<file path="src/hw/rtl/rbs_pkg.sv">
// shared types, constants and fixed-point helpers for the ray/box slab test
`timescale 1ns / 1ps
package rbs_pkg;

  localparam int unsigned DataWidth  = 32;
  localparam int unsigned FracBits   = 16;
  localparam int unsigned DiffWidth  = DataWidth + 1;
  localparam int unsigned ProdWidth  = DiffWidth + DataWidth;
  localparam int unsigned ShiftWidth = ProdWidth - FracBits;
  localparam int unsigned IndexWidth = 3;

  typedef logic [IndexWidth-1:0] reg_index_t;

  localparam reg_index_t REG_BOX_MIN_X = 3'd0;
  localparam reg_index_t REG_BOX_MAX_X = 3'd1;
  localparam reg_index_t REG_BOX_MIN_Y = 3'd2;
  localparam reg_index_t REG_BOX_MAX_Y = 3'd3;
  localparam reg_index_t REG_BOX_MIN_Z = 3'd4;
  localparam reg_index_t REG_BOX_MAX_Z = 3'd5;

  localparam logic signed [DataWidth-1:0] S32_MAX = {1'b0, {(DataWidth-1){1'b1}}};
  localparam logic signed [DataWidth-1:0] S32_MIN = {1'b1, {(DataWidth-1){1'b0}}};

  // load enables for the lane stages, one per register stage
  typedef struct packed {
    logic s1;
    logic s2;
    logic s3;
    logic s4;
  } stage_en_t;

  // clamp a floor-rescaled product to the 32-bit signed range
  function automatic logic signed [DataWidth-1:0] sat_q(
    input logic signed [ShiftWidth-1:0] v
  );
    logic all_zero;
    logic all_one;
    all_zero = ~|v[ShiftWidth-1:DataWidth-1];
    all_one  = &v[ShiftWidth-1:DataWidth-1];
    if (all_zero || all_one) begin
      sat_q = v[DataWidth-1:0];
    end else if (v[ShiftWidth-1]) begin
      sat_q = S32_MIN;
    end else begin
      sat_q = S32_MAX;
    end
  endfunction

endpackage

</file>
<file path="src/hw/rtl/rbs_reduce.sv">
// combines the three axis intervals into hit and entry distance
`timescale 1ns / 1ps
module rbs_reduce (
  input  logic                                 clk,
  input  logic                                 en,
  input  logic signed [rbs_pkg::DataWidth-1:0] near_x,
  input  logic signed [rbs_pkg::DataWidth-1:0] near_y,
  input  logic signed [rbs_pkg::DataWidth-1:0] near_z,
  input  logic signed [rbs_pkg::DataWidth-1:0] far_x,
  input  logic signed [rbs_pkg::DataWidth-1:0] far_y,
  input  logic signed [rbs_pkg::DataWidth-1:0] far_z,
  output logic                                 hit,
  output logic signed [rbs_pkg::DataWidth-1:0] entry_distance
);

  logic signed [rbs_pkg::DataWidth-1:0] near_xy;
  logic signed [rbs_pkg::DataWidth-1:0] near_all;
  logic signed [rbs_pkg::DataWidth-1:0] far_xy;
  logic signed [rbs_pkg::DataWidth-1:0] far_all;
  logic                                 hit_next;

  always_comb begin
    near_xy  = (near_y > near_x) ? near_y : near_x;
    near_all = (near_z > near_xy) ? near_z : near_xy;
    far_xy   = (far_y < far_x) ? far_y : far_x;
    far_all  = (far_z < far_xy) ? far_z : far_xy;
    hit_next = (far_all >= near_all);
  end

  always_ff @(posedge clk) begin
    if (en) begin
      hit            <= hit_next;
      entry_distance <= hit_next ? near_all : '0;
    end
  end

endmodule

</file>
<file path="config.mk">
export PLATFORM = sky130hd
export DESIGN_NAME = rbs_reduce
export DESIGN_NICKNAME = d
export VERILOG_FILES = /design/src/hw/rtl/rbs_pkg.sv /design/src/hw/rtl/rbs_reduce.sv
export SDC_FILE = /design/constraint.sdc
export NUM_CORES = 1
export LEC_CHECK = 0
export BUFFER_PORTS_ARGS = -buffer_cell sky130_fd_sc_hd__buf_2
export CAP_MARGIN = 25
export CORE_UTILIZATION = 41
export DETAILED_ROUTE_END_ITERATION = 12
export PLACE_DENSITY_LB_ADDON = 0.05
export SLEW_MARGIN = 25
export SYNTH_ARGS = -nofsm -noshare
export SYNTH_HDL_FRONTEND = slang
export SYNTH_SLANG_ARGS = --single-unit
</file>
<file path="constraint.sdc">
create_clock -name clk -period 7.2 [get_ports clk]
set_clock_uncertainty 0.2 [all_clocks]
set_input_delay 0.72 -clock clk [delete_from_list [all_inputs] [get_ports clk]]
set_output_delay 0.72 -clock clk [all_outputs]
set_load 0.02 [all_outputs]
</file>
==> impl_metrics.py <==
metrics = {
    "run_status": {
        "status": "finished with violations",
        "violations": "negative setup slack",
    },
    "drt": {
        "ant_nets": 0,
        "via_count": 7407,
        "firstDrtPassIters": 4,
        "vias_per_cell": 5.15,
        "first_iter_violations": 197,
        "routedWlPerCell_um": 15.8,
        "wl_um": 22700,
        "drc": 0,
    },
    "setup_path": {
        "critPathCaptureType": "flop",
        "cp_slowest_cell": "or3_4",
        "path_buf_inv": 7,
        "start_kind": "input pin",
        "cp_max_fo": 14,
        "cpPeakStageDelay_ps": 460,
        "cpMostUsedCell": "a21o_1",
        "required_ps": 7130,
        "path_delay_family": "compound AO/OA/AOI/OAI gates",
        "worstPathArrival_ps": 7330,
        "criticalPathCategory": "in2reg",
    },
    "synth": {
        "synthMuxAreaShare": 0.155,
        "ys_types": 46,
        "synth_top_family_by_area": "adder cells",
        "syn_nets": 1108,
        "yosys.area_share.simple": 0.114,
        "synth-xor-area-share": 0,
        "synth-compound-area-share": 0.200,
        "syn_area_sq_um": 6560,
        "synth_seq_cells": 33,
        "seq_area_frac_synth": 0.151,
        "synthCells": 756,
        "synthAdderAreaFrac": 0.302,
        "synth_warnings": 0,
        "avgSynthCellArea_sq_um": 8.67,
    },
    "sta": {
        "slew_violations": 0,
        "layout_setup_ws_ps": -201,
        "rsz0062_at_grt": "true",
        "hold_viol": 0,
        "fin_setup_tns_ps": -5670,
        "max_freq_ghz": 0.135,
        "period_share": 1.03,
        "relSlewSlack": 0.469,
        "setup_viol": 33,
        "fin_crit_ps": 7400,
        "worstMarginPinSlew_ps": 796,
    },
    "cells_and_area": {
        "area_growth_syn_to_layout_pct": 72.4,
        "drive_gt1_frac": 0.543,
        "mostFrequentLayoutCells": "buf_4 (237), buf_2 (212), ha_1 (128), inv_1 (79), mux2i_1 (66)",
        "final_util": 0.733,
        "num_antenna_cells": 0,
        "fin_nets": 1579,
        "final_common_cell": "buf_4",
    },
    "placed_design": {
        "dp_hpwl_um": 17500,
        "place_ws_ps": -636,
        "gp_congestion": 0.868,
        "numPortBuffers": 226,
    },
    "floorplan": {
        "rows": 45,
        "core_area_sq_um": 15400,
        "ios": 227,
        "die_h_um": 128,
        "die_area_sq_um": 16500,
        "initial_core_util": 0.425,
        "die_width_um": 128,
    },
    "clock_network": {
        "clock_sinks": 33,
        "cts_inserted_buffers": 5,
        "clk_pin_slew_ps": 60,
        "cts-root-buf": "clkbuf_16",
        "postCtsHoldBufs": 0,
        "clockBufferDepth": 2,
        "htreeDepth": 2,
        "cts_tree": "yes",
    },
    "grt": {
        "track_usage": 0.245,
        "grt_first_pass_wirelength_um": 32200,
        "busiest_layer": "met2",
        "gr-usage-met3": 0.0308,
        "gr-usage-met1": 0.322,
        "grt-ovfl-total": 0,
        "grt_pass1_vias": 6912,
        "grt_max_degree": 34,
        "grtUsageMet2": 0.419,
        "antenna_found_initial": 0,
    },
    "power": {
        "ir_worst_vdd_mv": 0.163,
        "leakagePower_uw": 0.00588,
        "power_density_nw_per_um2": 203,
    },
    "worst_hold_path": {
        "hold_class": "in2reg",
    },
    "job": {
        "cap_violations": 0,
    },
}
## report_power, final
group	total [uW]	switching (uW)	internal, uW
registers	348	29.6	319
logic	1730	848	886
clock network	212	85.3	127
## worst min-delay path, cell delays in order
cell      delay, ps
buf_2           140
nor2_4           50
a211oi_2        130
## Yosys cell counts (all sizes together)
| cell | instances | area share |
|---|---|---|
| mux2i | 98 | 0.15 |
| mux2 | 2 | 0.0034 |
| or4b | 1 | 0.0021 |
| o211ai | 5 | 0.0057 |
| inv | 97 | 0.056 |
| o31ai | 3 | 0.0034 |
| o22ai | 2 | 0.0019 |
| nor3 | 12 | 0.0092 |
| nand2 | 24 | 0.014 |
| a2111o | 1 | 0.0017 |
| nor2 | 50 | 0.029 |
| and3 | 1 | 0.00095 |
| a211oi | 37 | 0.042 |
| o221ai | 1 | 0.0013 |
| nand2b | 4 | 0.0038 |
| a31oi | 3 | 0.0052 |
| a2111oi | 2 | 0.0027 |
| nor2b | 11 | 0.010 |
| clkbuf | 11 | 0.0063 |
| a21oi | 47 | 0.036 |
| and4b | 1 | 0.0015 |
| a221oi | 2 | 0.0027 |
| buf | 12 | 0.016 |
| ha | 158 | 0.30 |
| o22a | 1 | 0.0013 |
| nand4b | 2 | 0.0027 |
| a21o | 55 | 0.063 |
| a221o | 1 | 0.0015 |
| a311oi | 1 | 0.0013 |
| or2b | 1 | 0.0011 |
| o21bai | 1 | 0.0011 |
| nor4 | 2 | 0.0019 |
| o311ai | 1 | 0.0013 |
| nand3 | 6 | 0.0053 |
| and2 | 1 | 0.00095 |
| edfxtp | 33 | 0.15 |
| o21ai | 29 | 0.022 |
| nand4 | 29 | 0.028 |
| o21a | 5 | 0.0057 |
| or3 | 1 | 0.00095 |
| and4 | 2 | 0.0027 |
## area by class of cell
type                    instances  area, sq um
flip-flops and latches         33          991
well taps                     211          264
clock inverters                 3         17.5
fillers                      1194         4120
inverters                      97          374
multi-input cells             606         6140
repair buffers                484         3390
clock buffers                   5          125
## sequential cells by signal, indices dropped and copies added, names as in the netlist
register,cells
entry_distance,32
hit,1
## cell families (layout without fill, tap and decap cells)
family,count (synthesis),count (layout)
compound gates,197,197
fa+ha+maj,158,158
simple gates,148,151
buf+inv,120,589
mux,100,100
flops,33,33
## stage by stage
step	instance area [sq um]	instances	total power, uW	hold WS [ps]
after floorplan	6870	756	1230	632
after global placement	9890	1397	1760	953
after detailed placement	9890	1397	1780	966
after CTS	10200	1411	2050	692
after global routing	11300	1439	2460	725
final	11300	1439	2290	694
## what timing repair did
action,4_1_cts,5_1_grt
pin swaps,12,50
resized for setup,32,150
cloned,2,6
buffers inserted,4,22
setup endpoints to repair,33,33
## metal layers
layer / part of all wire / vias up
li1: - / 3780
met1: 0.44 / 3380
met2: 0.48 / 211
met3: 0.053 / 36
met4: 0.023 / 0
met5: 0 / -
## worst paths after layout
kind	slack [ps]	startpoint	end	cells after the start
max	-200	near_x[15]	entry_distance[16]	34
min	690	near_z[17]	entry_distance[17]	3
Note: power is estimated with default switching activity, not from simulation.
